<file path="src/sv/apdf_pkg.sv">
package apdf_pkg;

    localparam int DEF_SAMPLE_BITS = 16;
    localparam int DEF_STATE_BITS  = 32;
    localparam int COEF_BITS       = 16;
    localparam int CFG_INDEX_BITS  = 2;
    localparam int PHASE_BITS      = 2;
    localparam int NUM_STATES      = 4;

    localparam logic [COEF_BITS-1:0] COEF_ODD_RESET  = COEF_BITS'(8082);
    localparam logic [COEF_BITS-1:0] COEF_EVEN_RESET = COEF_BITS'(16535);

    // Configuration register indexes
    localparam logic [CFG_INDEX_BITS-1:0] REG_COEF_ODD  = CFG_INDEX_BITS'(0);
    localparam logic [CFG_INDEX_BITS-1:0] REG_COEF_EVEN = CFG_INDEX_BITS'(1);

    // Last phase of a group of four: this item produces the output
    localparam logic [PHASE_BITS-1:0] PHASE_LAST = PHASE_BITS'(3);

    // Allpass state slots
    localparam logic [1:0] SLOT_A_EVEN = 2'd0;
    localparam logic [1:0] SLOT_A_ODD  = 2'd1;
    localparam logic [1:0] SLOT_B_EVEN = 2'd2;
    localparam logic [1:0] SLOT_B_ODD  = 2'd3;

    typedef enum logic [2:0] {
        OPD_X,
        OPD_S,
        OPD_T,
        OPD_P,
        OPD_O,
        OPD_HB,
        OPD_HP,
        OPD_PAIR
    } opd_t;

    typedef enum logic [2:0] {
        DST_NONE,
        DST_T,
        DST_S,
        DST_O,
        DST_HB,
        DST_HP,
        DST_PAIR
    } dst_t;

    typedef enum logic [4:0] {
        CS_IDLE,
        CS_A_E1, CS_A_E2, CS_A_E3, CS_A_E4,
        CS_A_O1, CS_A_O2, CS_A_O3, CS_A_O4,
        CS_A_SUM,
        CS_B_E1, CS_B_E2, CS_B_E3, CS_B_E4,
        CS_B_O1, CS_B_O2, CS_B_O3, CS_B_O4,
        CS_B_SUM,
        CS_EMIT
    } ctl_state_t;

    typedef struct packed {
        opd_t       a_sel;
        opd_t       b_sel;
        logic       sub;
        dst_t       dst;
        logic [1:0] slot;
        logic       mul_en;
        logic       mul_even;
        logic       load_x;
        logic       emit;
    } dp_cmd_t;

    typedef struct packed {
        logic out_free;
    } dp_status_t;

    localparam dp_cmd_t CMD_NOP = '{
        a_sel:    OPD_X,
        b_sel:    OPD_X,
        sub:      1'b0,
        dst:      DST_NONE,
        slot:     SLOT_A_EVEN,
        mul_en:   1'b0,
        mul_even: 1'b0,
        load_x:   1'b0,
        emit:     1'b0
    };

endpackage

</file>
<file path="src/sv/apdf_in_if.sv">
interface apdf_in_if
    import apdf_pkg::*;
#(
    parameter int SAMPLE_BITS = DEF_SAMPLE_BITS
) ();
    logic                          valid;
    logic                          ready;
    logic signed [SAMPLE_BITS-1:0] sample_in;

    modport source (output valid, output sample_in, input ready);
    modport sink   (input valid, input sample_in, output ready);
endinterface

</file>
<file path="src/sv/apdf_out_if.sv">
interface apdf_out_if
    import apdf_pkg::*;
#(
    parameter int SAMPLE_BITS = DEF_SAMPLE_BITS
) ();
    logic                          valid;
    logic                          ready;
    logic signed [SAMPLE_BITS-1:0] sample_out;

    modport source (output valid, output sample_out, input ready);
    modport sink   (input valid, input sample_out, output ready);
endinterface

</file>
<file path="src/sv/apdf_cfg_if.sv">
interface apdf_cfg_if
    import apdf_pkg::*;
();
    logic                      valid;
    logic                      ready;
    logic [CFG_INDEX_BITS-1:0] index;
    logic [COEF_BITS-1:0]      data;

    modport source (output valid, output index, output data, input ready);
    modport sink   (input valid, input index, input data, output ready);
endinterface

</file>
<file path="src/sv/allpass_decimate_by_four_unit.sv">
// Sequential core: one saturating adder and one multiplier, stepped one operation per cycle
// except while the emit state waits for a free output register. Per item: phases 0 and 2
// run stage one's even branch, phase 1 its odd branch and pair sum, and phase 3 both stages.
// The result is loaded into the output register from the emit state after stage two's sum.
// The output register lets the next item in while a result waits.
// Reset clears the control, phase and filter states and restores the default coefficients.
module allpass_decimate_by_four_unit
    import apdf_pkg::*;
#(
    parameter int SAMPLE_BITS = DEF_SAMPLE_BITS,
    parameter int STATE_BITS  = DEF_STATE_BITS
) (
    input  logic      clk,
    input  logic      rst_n,
    apdf_in_if.sink   din,
    apdf_out_if.source dout,
    apdf_cfg_if.sink  cfg
);

    dp_cmd_t    cmd;
    dp_status_t status;

    assign cfg.ready = 1'b1;

    apdf_ctrl u_ctrl (
        .clk      (clk),
        .rst_n    (rst_n),
        .in_valid (din.valid),
        .in_ready (din.ready),
        .status   (status),
        .cmd      (cmd)
    );

    apdf_datapath #(
        .SAMPLE_BITS (SAMPLE_BITS),
        .STATE_BITS  (STATE_BITS)
    ) u_datapath (
        .clk       (clk),
        .rst_n     (rst_n),
        .sample_in (din.sample_in),
        .out_valid (dout.valid),
        .out_ready (dout.ready),
        .out_data  (dout.sample_out),
        .cfg_we    (cfg.valid && cfg.ready),
        .cfg_index (cfg.index),
        .cfg_data  (cfg.data),
        .cmd       (cmd),
        .status    (status)
    );

    // A result is only loaded when the output register is free or being drained
    a_emit_free: assert property (@(posedge clk) disable iff (!rst_n)
        cmd.emit |-> (!dout.valid || dout.ready))
        else $error("result loaded over an untaken item");

    // Every multiply uses a difference written in the cycle before
    a_mul_after_t: assert property (@(posedge clk) disable iff (!rst_n)
        cmd.mul_en |-> $past(cmd.dst == DST_T))
        else $error("multiply without a fresh difference");

    // Datapath stays quiet while an item is being taken
    a_idle_quiet: assert property (@(posedge clk) disable iff (!rst_n)
        din.ready |-> (cmd.dst == DST_NONE && !cmd.mul_en && !cmd.emit))
        else $error("datapath busy while accepting");

endmodule

</file>
<file path="src/sv/apdf_ctrl.sv">
module apdf_ctrl
    import apdf_pkg::*;
(
    input  logic       clk,
    input  logic       rst_n,
    input  logic       in_valid,
    output logic       in_ready,
    input  dp_status_t status,
    output dp_cmd_t    cmd
);

    ctl_state_t            state_reg, state_next;
    logic [PHASE_BITS-1:0] phase_reg, phase_next;

    always_ff @(posedge clk or negedge rst_n)
    begin
        if (!rst_n)
        begin
            state_reg <= CS_IDLE;
            phase_reg <= '0;
        end
        else
        begin
            state_reg <= state_next;
            phase_reg <= phase_next;
        end
    end

    always_comb
    begin
        state_next = state_reg;
        case (state_reg)
            CS_IDLE:
            begin
                if (in_valid)
                begin
                    state_next = phase_reg[0] ? CS_A_O1 : CS_A_E1;
                end
            end
            CS_A_E1:  state_next = CS_A_E2;
            CS_A_E2:  state_next = CS_A_E3;
            CS_A_E3:  state_next = CS_A_E4;
            CS_A_E4:  state_next = CS_IDLE;
            CS_A_O1:  state_next = CS_A_O2;
            CS_A_O2:  state_next = CS_A_O3;
            CS_A_O3:  state_next = CS_A_O4;
            CS_A_O4:  state_next = CS_A_SUM;
            CS_A_SUM: state_next = (phase_reg == PHASE_LAST) ? CS_B_E1 : CS_IDLE;
            CS_B_E1:  state_next = CS_B_E2;
            CS_B_E2:  state_next = CS_B_E3;
            CS_B_E3:  state_next = CS_B_E4;
            CS_B_E4:  state_next = CS_B_O1;
            CS_B_O1:  state_next = CS_B_O2;
            CS_B_O2:  state_next = CS_B_O3;
            CS_B_O3:  state_next = CS_B_O4;
            CS_B_O4:  state_next = CS_B_SUM;
            CS_B_SUM: state_next = CS_EMIT;
            CS_EMIT:
            begin
                if (status.out_free)
                begin
                    state_next = CS_IDLE;
                end
            end
            default:  state_next = CS_IDLE;
        endcase
    end

    // Advance the phase once the item in flight is finished
    always_comb
    begin
        phase_next = phase_reg;
        if (state_reg != CS_IDLE && state_next == CS_IDLE)
        begin
            phase_next = phase_reg + PHASE_BITS'(1);
        end
    end

    always_comb
    begin
        cmd      = CMD_NOP;
        in_ready = 1'b0;
        case (state_reg)
            CS_IDLE:
            begin
                in_ready   = 1'b1;
                cmd.load_x = in_valid;
            end
            // stage one, even branch: t = s - x; s = c*t - s; out = s - t
            CS_A_E1:
            begin
                cmd.a_sel = OPD_S;  cmd.b_sel = OPD_X;  cmd.sub = 1'b1;
                cmd.dst   = DST_T;  cmd.slot  = SLOT_A_EVEN;
            end
            CS_A_E2:
            begin
                cmd.mul_en = 1'b1;  cmd.mul_even = 1'b1;
            end
            CS_A_E3:
            begin
                cmd.a_sel = OPD_P;  cmd.b_sel = OPD_S;  cmd.sub = 1'b1;
                cmd.dst   = DST_S;  cmd.slot  = SLOT_A_EVEN;
            end
            CS_A_E4:
            begin
                cmd.a_sel = OPD_S;  cmd.b_sel = OPD_T;  cmd.sub = 1'b1;
                cmd.dst   = DST_HB; cmd.slot  = SLOT_A_EVEN;
            end
            // stage one, odd branch: t = x - s; out = c*t - s; s = out - t
            CS_A_O1:
            begin
                cmd.a_sel = OPD_X;  cmd.b_sel = OPD_S;  cmd.sub = 1'b1;
                cmd.dst   = DST_T;  cmd.slot  = SLOT_A_ODD;
            end
            CS_A_O2:
            begin
                cmd.mul_en = 1'b1;
            end
            CS_A_O3:
            begin
                cmd.a_sel = OPD_P;  cmd.b_sel = OPD_S;  cmd.sub = 1'b1;
                cmd.dst   = DST_O;  cmd.slot  = SLOT_A_ODD;
            end
            CS_A_O4:
            begin
                cmd.a_sel = OPD_O;  cmd.b_sel = OPD_T;  cmd.sub = 1'b1;
                cmd.dst   = DST_S;  cmd.slot  = SLOT_A_ODD;
            end
            CS_A_SUM:
            begin
                cmd.a_sel = OPD_O;  cmd.b_sel = OPD_HB;
                cmd.dst   = (phase_reg == PHASE_LAST) ? DST_PAIR : DST_HP;
            end
            CS_B_E1:
            begin
                cmd.a_sel = OPD_S;  cmd.b_sel = OPD_HP; cmd.sub = 1'b1;
                cmd.dst   = DST_T;  cmd.slot  = SLOT_B_EVEN;
            end
            CS_B_E2:
            begin
                cmd.mul_en = 1'b1;  cmd.mul_even = 1'b1;
            end
            CS_B_E3:
            begin
                cmd.a_sel = OPD_P;  cmd.b_sel = OPD_S;  cmd.sub = 1'b1;
                cmd.dst   = DST_S;  cmd.slot  = SLOT_B_EVEN;
            end
            CS_B_E4:
            begin
                // stage one's even output is spent by its pair sum, so this branch output may reuse the hold register
                cmd.a_sel = OPD_S;  cmd.b_sel = OPD_T;  cmd.sub = 1'b1;
                cmd.dst   = DST_HB; cmd.slot  = SLOT_B_EVEN;
            end
            CS_B_O1:
            begin
                cmd.a_sel = OPD_PAIR; cmd.b_sel = OPD_S; cmd.sub = 1'b1;
                cmd.dst   = DST_T;    cmd.slot  = SLOT_B_ODD;
            end
            CS_B_O2:
            begin
                cmd.mul_en = 1'b1;
            end
            CS_B_O3:
            begin
                cmd.a_sel = OPD_P;  cmd.b_sel = OPD_S;  cmd.sub = 1'b1;
                cmd.dst   = DST_O;  cmd.slot  = SLOT_B_ODD;
            end
            CS_B_O4:
            begin
                cmd.a_sel = OPD_O;  cmd.b_sel = OPD_T;  cmd.sub = 1'b1;
                cmd.dst   = DST_S;  cmd.slot  = SLOT_B_ODD;
            end
            CS_B_SUM:
            begin
                cmd.a_sel = OPD_O;  cmd.b_sel = OPD_HB;
                cmd.dst   = DST_PAIR;
            end
            CS_EMIT:
            begin
                cmd.emit = status.out_free;
            end
            default:
            begin
                cmd = CMD_NOP;
            end
        endcase
    end

endmodule

</file>
<file path="src/sv/apdf_datapath.sv">
module apdf_datapath
    import apdf_pkg::*;
#(
    parameter int SAMPLE_BITS = DEF_SAMPLE_BITS,
    parameter int STATE_BITS  = DEF_STATE_BITS
) (
    input  logic                          clk,
    input  logic                          rst_n,
    input  logic signed [SAMPLE_BITS-1:0] sample_in,
    output logic                          out_valid,
    input  logic                          out_ready,
    output logic signed [SAMPLE_BITS-1:0] out_data,
    input  logic                          cfg_we,
    input  logic [CFG_INDEX_BITS-1:0]     cfg_index,
    input  logic [COEF_BITS-1:0]          cfg_data,
    input  dp_cmd_t                       cmd,
    output dp_status_t                    status
);

    localparam int SB    = SAMPLE_BITS;
    localparam int WB    = STATE_BITS;
    localparam int EXTRA = WB - SB;
    localparam int LX    = (EXTRA > 0) ? EXTRA : 0;
    localparam int RX    = (EXTRA < 0) ? -EXTRA : 0;
    localparam int XW    = SB + LX;
    localparam int OSH   = EXTRA + 2;
    localparam int LSH   = (OSH < 0) ? -OSH : 0;
    localparam int RSH   = (OSH > 0) ? OSH : 0;
    localparam int ZW    = (WB + LSH > SB) ? WB + LSH : SB;
    localparam int PW    = WB + COEF_BITS + 1;

    localparam logic signed [WB-1:0] ST_MAX = {1'b0, {(WB-1){1'b1}}};
    localparam logic signed [WB-1:0] ST_MIN = {1'b1, {(WB-1){1'b0}}};
    localparam logic signed [SB-1:0] SM_MAX = {1'b0, {(SB-1){1'b1}}};
    localparam logic signed [SB-1:0] SM_MIN = {1'b1, {(SB-1){1'b0}}};

    logic signed [WB-1:0] x_reg, x_next;
    logic signed [WB-1:0] t_reg, t_next;
    logic signed [WB-1:0] p_reg, p_next;
    logic signed [WB-1:0] o_reg, o_next;
    logic signed [WB-1:0] hb_reg, hb_next;
    logic signed [WB-1:0] hp_reg, hp_next;
    logic signed [WB-1:0] pair_reg, pair_next;
    logic signed [WB-1:0] st_reg [NUM_STATES];
    logic signed [WB-1:0] st_next [NUM_STATES];
    logic [COEF_BITS-1:0] coef_odd_reg, coef_odd_next;
    logic [COEF_BITS-1:0] coef_even_reg, coef_even_next;
    logic                 out_valid_reg, out_valid_next;
    logic signed [SB-1:0] out_data_reg, out_data_next;

    logic signed [XW-1:0] x_ext, x_shift;
    logic signed [WB-1:0] x_wide;
    logic signed [WB-1:0] s_val, a_val, b_val, alu_res;
    logic signed [WB:0]   a_x, b_x, sum;
    logic [COEF_BITS-1:0] coef_sel;
    logic signed [PW-1:0] prod;
    logic signed [ZW-1:0] y_ext, y_shift;
    logic                 y_fits;
    logic signed [SB-1:0] y_sat;

    // Sample into state format
    assign x_ext   = XW'(sample_in);
    assign x_shift = (x_ext <<< LX) >>> RX;
    assign x_wide  = WB'(x_shift);

    assign s_val = st_reg[cmd.slot];

    always_comb
    begin
        case (cmd.a_sel)
            OPD_X:    a_val = x_reg;
            OPD_S:    a_val = s_val;
            OPD_T:    a_val = t_reg;
            OPD_P:    a_val = p_reg;
            OPD_O:    a_val = o_reg;
            OPD_HB:   a_val = hb_reg;
            OPD_HP:   a_val = hp_reg;
            OPD_PAIR: a_val = pair_reg;
            default:  a_val = x_reg;
        endcase
    end

    always_comb
    begin
        case (cmd.b_sel)
            OPD_X:    b_val = x_reg;
            OPD_S:    b_val = s_val;
            OPD_T:    b_val = t_reg;
            OPD_P:    b_val = p_reg;
            OPD_O:    b_val = o_reg;
            OPD_HB:   b_val = hb_reg;
            OPD_HP:   b_val = hp_reg;
            OPD_PAIR: b_val = pair_reg;
            default:  b_val = x_reg;
        endcase
    end

    // Saturating add/subtract
    assign a_x     = (WB+1)'(a_val);
    assign b_x     = (WB+1)'(b_val);
    assign sum     = cmd.sub ? (a_x - b_x) : (a_x + b_x);
    assign alu_res = (sum[WB] == sum[WB-1]) ? sum[WB-1:0] : (sum[WB] ? ST_MIN : ST_MAX);

    // Coefficient product, floor-shifted by the coefficient width; always fits the state
    assign coef_sel = cmd.mul_even ? coef_even_reg : coef_odd_reg;
    assign prod     = PW'(t_reg) * PW'($signed({1'b0, coef_sel}));

    // Divide by four, back to sample format, saturate
    assign y_ext   = ZW'(pair_reg);
    assign y_shift = (y_ext <<< LSH) >>> RSH;
    assign y_fits  = (&y_shift[ZW-1:SB-1]) | ~(|y_shift[ZW-1:SB-1]);
    assign y_sat   = y_fits ? y_shift[SB-1:0] : (y_shift[ZW-1] ? SM_MIN : SM_MAX);

    always_comb
    begin
        x_next         = x_reg;
        t_next         = t_reg;
        p_next         = p_reg;
        o_next         = o_reg;
        hb_next        = hb_reg;
        hp_next        = hp_reg;
        pair_next      = pair_reg;
        st_next        = st_reg;
        coef_odd_next  = coef_odd_reg;
        coef_even_next = coef_even_reg;
        out_valid_next = out_valid_reg;
        out_data_next  = out_data_reg;

        if (cmd.load_x)
        begin
            x_next = x_wide;
        end
        if (cmd.mul_en)
        begin
            p_next = prod[WB+COEF_BITS-1:COEF_BITS];
        end

        case (cmd.dst)
            DST_NONE: ;
            DST_T:    t_next = alu_res;
            DST_S:    st_next[cmd.slot] = alu_res;
            DST_O:    o_next = alu_res;
            DST_HB:   hb_next = alu_res;
            DST_HP:   hp_next = alu_res;
            DST_PAIR: pair_next = alu_res;
            default:  ;
        endcase

        if (cfg_we)
        begin
            case (cfg_index)
                REG_COEF_ODD:  coef_odd_next = cfg_data;
                REG_COEF_EVEN: coef_even_next = cfg_data;
                default:       ;
            endcase
        end

        if (cmd.emit)
        begin
            out_valid_next = 1'b1;
            out_data_next  = y_sat;
        end
        else if (out_ready)
        begin
            out_valid_next = 1'b0;
        end
    end

    always_ff @(posedge clk or negedge rst_n)
    begin
        if (!rst_n)
        begin
            hb_reg        <= '0;
            hp_reg        <= '0;
            coef_odd_reg  <= COEF_ODD_RESET;
            coef_even_reg <= COEF_EVEN_RESET;
            out_valid_reg <= 1'b0;
            for (int i = 0; i < NUM_STATES; i++)
            begin
                st_reg[i] <= '0;
            end
        end
        else
        begin
            hb_reg        <= hb_next;
            hp_reg        <= hp_next;
            coef_odd_reg  <= coef_odd_next;
            coef_even_reg <= coef_even_next;
            out_valid_reg <= out_valid_next;
            st_reg        <= st_next;
        end
    end

    always_ff @(posedge clk)
    begin
        x_reg        <= x_next;
        t_reg        <= t_next;
        p_reg        <= p_next;
        o_reg        <= o_next;
        pair_reg     <= pair_next;
        out_data_reg <= out_data_next;
    end

    assign out_valid       = out_valid_reg;
    assign out_data        = out_data_reg;
    assign status.out_free = !out_valid_reg || out_ready;

endmodule
</file>
<file path="src/flat_wrapper.sv">
// flat-port wrapper written by rule: the top's interface ports become plain ports
module allpass_decimate_by_four_unit_flat import apdf_pkg::*;
#(
    parameter int SAMPLE_BITS = DEF_SAMPLE_BITS,
    parameter int STATE_BITS  = DEF_STATE_BITS
)
  (clk, rst_n, din_valid, din_sample_in, din_ready, dout_valid, dout_sample_out, dout_ready, cfg_valid, cfg_index, cfg_data, cfg_ready);
  apdf_in_if #(.SAMPLE_BITS(SAMPLE_BITS)) din_i ();
  apdf_out_if #(.SAMPLE_BITS(SAMPLE_BITS)) dout_i ();
  apdf_cfg_if cfg_i ();
  input  logic clk;
  input  logic rst_n;
  input wire logic [$bits(din_i.valid)-1:0] din_valid;
  input wire logic [$bits(din_i.sample_in)-1:0] din_sample_in;
  output wire logic [$bits(din_i.ready)-1:0] din_ready;
  output wire logic [$bits(dout_i.valid)-1:0] dout_valid;
  output wire logic [$bits(dout_i.sample_out)-1:0] dout_sample_out;
  input wire logic [$bits(dout_i.ready)-1:0] dout_ready;
  input wire logic [$bits(cfg_i.valid)-1:0] cfg_valid;
  input wire logic [$bits(cfg_i.index)-1:0] cfg_index;
  input wire logic [$bits(cfg_i.data)-1:0] cfg_data;
  output wire logic [$bits(cfg_i.ready)-1:0] cfg_ready;
  assign din_i.valid = din_valid;
  assign din_i.sample_in = din_sample_in;
  assign din_ready = din_i.ready;
  assign dout_valid = dout_i.valid;
  assign dout_sample_out = dout_i.sample_out;
  assign dout_i.ready = dout_ready;
  assign cfg_i.valid = cfg_valid;
  assign cfg_i.index = cfg_index;
  assign cfg_i.data = cfg_data;
  assign cfg_ready = cfg_i.ready;
  allpass_decimate_by_four_unit #(.SAMPLE_BITS(SAMPLE_BITS), .STATE_BITS(STATE_BITS)) u_core (.clk(clk), .rst_n(rst_n), .din(din_i), .dout(dout_i), .cfg(cfg_i));
endmodule
</file>
<file path="config.mk">
export PLATFORM = sky130hd
export DESIGN_NAME = allpass_decimate_by_four_unit_flat
export DESIGN_NICKNAME = d
export VERILOG_FILES = /design/src/sv/apdf_pkg.sv /design/src/sv/apdf_in_if.sv /design/src/sv/apdf_out_if.sv /design/src/sv/apdf_cfg_if.sv /design/src/sv/allpass_decimate_by_four_unit.sv /design/src/sv/apdf_ctrl.sv /design/src/sv/apdf_datapath.sv /design/src/flat_wrapper.sv
export SDC_FILE = /design/constraint.sdc
export NUM_CORES = 2
export LEC_CHECK = 0
export BUFFER_PORTS_ARGS = -buffer_cell sky130_fd_sc_hd__buf_2
export CAP_MARGIN = 20
export CORE_MARGIN = 2
export CORE_UTILIZATION = 60
export CTS_CLUSTER_DIAMETER = 150
export DETAILED_ROUTE_END_ITERATION = 8
export GPL_TIMING_DRIVEN = 0
export PLACE_DENSITY = 0.83
export SLEW_MARGIN = 10
export SYNTH_ARGS = -nofsm -noshare
export SYNTH_HDL_FRONTEND = slang
export SYNTH_SLANG_ARGS = --single-unit
</file>
<file path="constraint.sdc">
create_clock -name clk -period 10.4 [get_ports clk]
set_clock_uncertainty 0.1 [all_clocks]
set_input_delay 0 -clock clk [delete_from_list [all_inputs] [get_ports clk]]
set_output_delay 0 -clock clk [all_outputs]
set_load 0.05 [all_outputs]
</file>
# Word-level counts from Yosys, hierarchy flattened
# Index checks and enable logic that the tools add are counted.
word_totals:
  register_bits: 390
  inputBits: 39
  output_inout_bits: 19
  word_cells: 121
op_classes:
  n_addsub: 3
  mul: 1
  magnitude_cmp: 2
  n_eq_ne: 42
  n_mux: 29
  bitwise_logic: 1
  reduce_logical: 26
op_table:
  columns: ["op", "n"]
  rows:
  - ["32-bit one-hot mux with 8 select lines", 2]
  - ["32-bit two-way mux", 5]
  - ["128-bit bitwise mux", 1]
  - ["5-bit one-hot mux with 19 select lines", 1]
  - ["32-bit binary-select mux with 2-bit select", 1]
  - ["32-bit demux with 2-bit select", 1]
  - ["32-bit by 17-bit multiplier with 48-bit output", 1]
  - ["6-bit one-hot mux with 8 select lines", 1]
  - ["5-bit by 4-bit equality test with 1-bit output (second input constant)", 8]
  - ["32-bit by 32-bit adder with 33-bit output", 1]
  - ["3-bit equality test (second input constant)", 11]
  - ["33-bit two-way mux", 1]
  - ["32-bit by 32-bit subtractor with 33-bit output", 1]
  - ["5-bit by 3-bit equality test with 1-bit output (second input constant)", 4]
  - ["5-bit equality test (second input constant)", 4]
  - ["3-bit by 2-bit equality test with 1-bit output (second input constant)", 6]
  - ["3-bit one-hot mux with 6 select lines", 1]
  - ["16-bit two-way mux", 1]
  - ["4-bit OR reduction", 4]
  - ["12-bit OR reduction", 1]
  - ["5-bit by 2-bit equality test with 1-bit output (second input constant)", 2]
  - ["5-bit logical NOT", 2]
  - ["5-bit two-way mux", 2]
  - ["2-bit OR reduction", 5]
  - ["other kinds (23)", 37]

# Longest topological paths before layout
depth:
  ltp_word: 13
  ltp_mapped: 33
  mapped_depth_nobuf: 29

# Cells and area by module
# A second synthesis with hierarchy kept.
unflattened:
  hier_cells: 3987
  hier_area_um2: 38903.6
modules_own_cells:
  columns: ["module", "instances", "cells_each", "area_each_um2", "seq_area_each_um2"]
  rows:
  - ["apdf_datapath", 1, 3878, 38042.7, 10392.5]
  - ["apdf_ctrl", 1, 107, 849.6, 175.2]
  - ["allpass_decimate_by_four_unit", 1, 2, 11.3, 0.0]

# Least setup slack after synthesis
# OpenSTA, ideal clock, no wires.
synth_timing:
  path_type: "register -> register"
  startpoint: "reg u_core.u_ctrl.state_reg[1]"
  endpoint: "reg u_core.u_datapath.p_reg[26], data pin"
  setup_ns: 0.258
  t_arrival_ns: 8.524
  required_time_ns: 10.042
  slack_ns: 1.519
  path_stages_with_launch: 30
  path_buffers: 5
  synth_period_minus_slack_ns: 8.881
  cell_sequence: "dfrtp_1 buf_2 clkbuf_1 clkbuf_1 nand2_1 nor4_1 clkbuf_1 mux2_2 clkbuf_1 and2_1 fa_1 inv_1 fa_1 fa_1 inv_1 fa_1 fa_1 inv_1 fa_1 inv_1 ha_1 a2111oi_0 a32oi_1 o31ai_1 o211ai_1 a21bo_2 a21o_1 a21o_1 a21oi_1 xnor2_1"
synth_via:
  elab_chain_cells: 5
  elab_cells_between_ends: 6
  cone_classes: "mul: 1; eq/ne: 2; mux: 2; reduce/logical: 1"
synth_rtl:
  columns: ["element", "line_no", "rtl"]
  rows:
  - ["start, declared", "apdf_ctrl.sv:12", "ctl_state_t state_reg, state_next;"]
  - ["start signal, assigned", "apdf_ctrl.sv:24", "state_reg <= state_next;"]
  - ["5-bit by 4-bit equality test with 1-bit output / 5-bit by 2-bit equality test with 1-bit output (equally long branches)", "apdf_ctrl.sv:83", "case (state_reg)"]
  - ["2-bit OR reduction (no line) *", null, null]
  - ["1-bit two-way mux *", "apdf_ctrl.sv:83", null]
  - ["16-bit two-way mux *", "apdf_datapath.sv:105", "assign coef_sel = cmd.mul_even ? coef_even_reg : coef_odd_reg;"]
  - ["32-bit by 17-bit multiplier with 48-bit output *", "apdf_datapath.sv:106", "assign prod = PW'(t_reg) * PW'($signed({1'b0, coef_sel}));"]
  - ["net u_core.u_datapath.prod[42]", "apdf_datapath.sv:56", "logic signed [PW-1:0] prod;"]
  - ["end signal, assigned", "apdf_datapath.sv:198", "p_reg <= p_next;"]
  - ["end, declared", "apdf_datapath.sv:39", "logic signed [WB-1:0] p_reg, p_next;"]
# The timed path passes the listed nets; every way through them passes the cells marked *.
# A chain may end at the register's enable or synchronous reset.

# Final worst setup path
# Same ends and word-level chain as after synthesis.

==> results.rst <==
.. list-table::
   :header-rows: 1

   * - Metric
     - Value
   * - Worst slew margin relative to its limit
     - 0.201
   * - Worst Hold Class
     - in2reg
   * - Count of pins over their slew limit
     - 0
   * - Nature of the critical path endpoint
     - flip-flop
   * - Async set-reset flop share out of synthesis
     - 0.595
   * - Slowest-stage cell, CP
     - sky130_fd_sc_hd__mux2i_2
   * - Worst Path Max Fanout
     - 16
   * - Hpwl dp
     - 84.4 mm
   * - Global route overflow
     - 0
   * - Ys flop type
     - sky130_fd_sc_hd__dfrtp_1
   * - Synth Net Count
     - 4429
   * - Number of global-route vias before repair
     - 30200
   * - Filler Cells Inserted
     - 4452
   * - Outcome
     - complete, no violations
   * - Worst path bufs/invs
     - 9
   * - Library cells used by synthesis
     - 87
   * - Remaining number of nets flagged by the antenna check after routing
     - 0
   * - Sum of negative setup slack
     - 0 ns
   * - Iteration count of the initial detailed-routing pass
     - 8
   * - Floorplan die height
     - 251 um
   * - Max FFs per register
     - 128
   * - Number of vias after detailed routing
     - 29300
   * - Total wire length
     - 112 mm
   * - Number of clock buffers inserted by TritonCTS
     - 41
   * - Post-synthesis instance total
     - 3761
   * - Clock latency reported for the late side of the worst-skew pair
     - 0.61 ns
   * - Crit-path most repeated cell
     - sky130_fd_sc_hd__fa_1
   * - Critical path's top delay family
     - adder cells
   * - Starting density of the core
     - 0.606
   * - Nature of the critical path startpoint
     - flip-flop
   * - Initial DRC Count
     - 3833
   * - Internal reg-to-reg setup slack
     - 0.09 ns
   * - Pin count of the biggest net entering global routing
     - 94
   * - Antenna violations before repair
     - 5
   * - DRC violations left
     - 0
   * - Yosys warnings
     - 0
   * - Total routing resource utilization after global routing
     - 0.367
   * - Total number of placement rows
     - 90
   * - Final period util
     - 0.991
   * - Area Overhead vs Synth
     - 9.41%
   * - Share of post-route cells with drive strength above 1
     - 0.0821
   * - Total I/O pin count
     - 58
   * - Proportion of synthesized chip area in sequential cells
     - 0.289
   * - Final setup viols
     - 0
   * - Post-synth design cell area
     - 36500 um^2
   * - Category of the critical setup timing path
     - reg2reg
   * - Final instance count without filler cells
     - 4739
   * - Max_cap viols
     - 0
   * - Required arrival time at the worst endpoint
     - 10.68 ns
   * - Transition time of the tightest slew-check pin
     - 1.20 ns
   * - Vias per cell
     - 6.18
   * - Maximum clock path buffer count
     - 3
   * - Count of buffers from port buffering
     - 56
   * - Wire per inst
     - 23.5 um
   * - Maximum level of the CTS H-tree
     - 2
   * - Number of placed instances with taps included
     - 4610
   * - Wire length of the first global-routing pass
     - 173 mm
   * - Net count reported at finish
     - 4583
   * - Yosys reg bits
     - 390
   * - Worst EP arrival
     - 10.58 ns
   * - Largest stage delay on the critical path
     - 0.74 ns
   * - Hold Violations, Final
     - 0
   * - Routability congestion estimate from global placement
     - 1.04
   * - Clock transition at the register clock pins on the worst setup and hold paths after CTS
     - 0.06 ns
   * - Clock tree from TritonCTS
     - yes
   * - Per-instance average area after synthesis
     - 9.71 um^2
   * - Area of the placeable core
     - 60200 um^2
   * - Achievable clock frequency
     - 97.0 MHz
   * - Clock root cell
     - sky130_fd_sc_hd__clkbuf_16
   * - Die Width
     - 251 um
   * - RSZ-0062 raised after global routing
     - no
   * - Sinks on Clock Net
     - 390
   * - Number of synthesized flops with an enable pin
     - 158
   * - Area enclosed by the die boundary
     - 62900 um^2
   * - Clock period minus worst slack
     - 10.31 ns
-- synthesized netlist by cell type, drive strengths merged (17+ instances only) --
cell     number  area [um^2]
a21o         28          210
a21oi       107          539
a222oi       44          440
and2        127          795
buf          43          241
clkbuf      159          597
dfrtp       218         5460
edfxtp      158         4740
fa          483         9670
ha          146         1830
inv         639         2400
maj3         31          344
mux2         81          912
mux2i        37          370
nand2       606         2270
nand2b       18          113
nor2         91          342
nor2b        87          544
nor3         23          115
o21ai       264         1330
o2bb2ai      17          149
xnor2        62          543
xor2         40          358
-- worst register-to-register path, delay by kind of cell, from the launching register on --
kind / cells / cell delay, ns
AO/OA/AOI/OAI: 8 / 2.53
XOR/XNOR: 1 / 0.20
adder cells (fa/ha/maj): 7 / 3.07
flip-flops: 1 / 0.41
AND/OR/NAND/NOR: 3 / 0.61
buffers and inverters: 9 / 2.44
multiplexers: 1 / 0.74
-- cell usage in the layout (no fill, tap or decap), types with 10 or more instances in the layout --
cell type / n
sky130_fd_sc_hd__dfrtp_1: 218
sky130_fd_sc_hd__nor2b_1: 87
sky130_fd_sc_hd__o21ai_0: 202
sky130_fd_sc_hd__o22ai_1: 13
sky130_fd_sc_hd__mux2i_1: 36
sky130_fd_sc_hd__o21ai_1: 61
sky130_fd_sc_hd__buf_1: 12
sky130_fd_sc_hd__maj3_2: 27
sky130_fd_sc_hd__a21oi_1: 104
sky130_fd_sc_hd__nor3_1: 20
sky130_fd_sc_hd__clkbuf_1: 159
sky130_fd_sc_hd__xnor2_1: 61
sky130_fd_sc_hd__a31oi_1: 10
sky130_fd_sc_hd__mux2_2: 81
sky130_fd_sc_hd__and2_1: 127
sky130_fd_sc_hd__clkbuf_16: 41
sky130_fd_sc_hd__dfstp_2: 14
sky130_fd_sc_hd__inv_1: 638
sky130_fd_sc_hd__buf_4: 12
sky130_fd_sc_hd__buf_2: 77
sky130_fd_sc_hd__a21o_1: 28
sky130_fd_sc_hd__edfxtp_1: 158
sky130_fd_sc_hd__o21a_1: 11
sky130_fd_sc_hd__or3_1: 10
sky130_fd_sc_hd__ha_1: 146
sky130_fd_sc_hd__nor2_1: 90
sky130_fd_sc_hd__and3_1: 10
sky130_fd_sc_hd__dlygate4sd3_1: 40
sky130_fd_sc_hd__a222oi_1: 44
sky130_fd_sc_hd__xor2_1: 39
sky130_fd_sc_hd__nand2_1: 606
sky130_fd_sc_hd__nand3_1: 16
sky130_fd_sc_hd__nand2b_1: 18
sky130_fd_sc_hd__fa_1: 483
sky130_fd_sc_hd__o2bb2ai_1: 17
-- cell type report --
class	count	area (um^2)	share of cell area
Buffer	201	840	0.0210
Sequential cell	390	10600	0.264
Clock inverter	27	342	0.00855
Inverter	639	2400	0.0600
Multi-Input combinational cell	2530	22800	0.571
Antenna cell	9	22.5	0.000563
Timing Repair Buffer	112	910	0.0228
Clock buffer	49	1090	0.0272
Tap cell	782	978	0.0245
-- per-stage QoR --
stage | hold slack, ns | util | setup slack [ns] | cell area [um^2]
after floorplan | -0.396 | - | 1.52 | 36500
final | 0.0111 | 0.664 | 0.0918 | 40000
after CTS | 0.000887 | 0.662 | 0.0730 | 39900
after global placement | 0.0765 | 0.627 | -1.87 | 37800
after detailed placement | -0.0894 | 0.631 | -0.926 | 38000
after global routing | 0.0243 | 0.663 | 0.0191 | 40000
-- logic make-up after synthesis --
family,Yosys count,synth area share
multiplexers,118,0.0351
AO/OA/AOI/OAI,616,0.109
other,1,0.000103
XOR/XNOR,102,0.0247
adder cells (fa/ha/maj),660,0.324
AND/OR/NAND/NOR,1033,0.130
flip-flops,390,0.289
buffers and inverters,841,0.0886
-- final timing paths --
| kind | cells past startpoint | to | from |
|---|---|---|---|
| max | 29 | u_core.u_datapath.p_reg[26]$_DFFE_PP_ | u_core.u_ctrl.state_reg[1]$_DFF_PN0_ |
| min | 2 | u_core.u_datapath.x_reg[26]$_DFFE_PP_ | din_sample_in[10] |
| max reg2reg | 29 | u_core.u_datapath.p_reg[26]$_DFFE_PP_ | u_core.u_ctrl.state_reg[1]$_DFF_PN0_ |
| min reg2reg | 0 | u_core.u_datapath.out_data[11]$_DFFE_PP_ | u_core.u_datapath.pair_reg[29]$_DFFE_PN_ |
| max in group asynchronous | 5 | u_core.u_datapath.coef_odd_reg[10]$_DFFE_PN1P_ | rst_n |
| min in group asynchronous | 4 | u_core.u_datapath.st_reg[106]$_DFFE_PN0P_ | rst_n |
-- per-layer routing --
metal,wire [um],track usage,vias up
li1,-,-,12400
met1,41200,0.483,14500
met2,49400,0.561,1944
met3,13100,0.0883,478
met4,7720,0.209,4
met5,136,0.00541,-
-- timing repair --
item | 4_1_cts | 5_1_grt
pin swaps | 0 | 2
hold buffers | 41 | 0
endpoints found under the setup margin | 17 | 8
gates resized for setup | 4 | 9
endpoints found under the hold margin | 219 | 0
gates cloned | 0 | 0
buffers inserted | 0 | 3
Power is left out: the tool's default activity adds up to more than one toggle a clock period on the data nets, which glitch-free logic cannot reach.
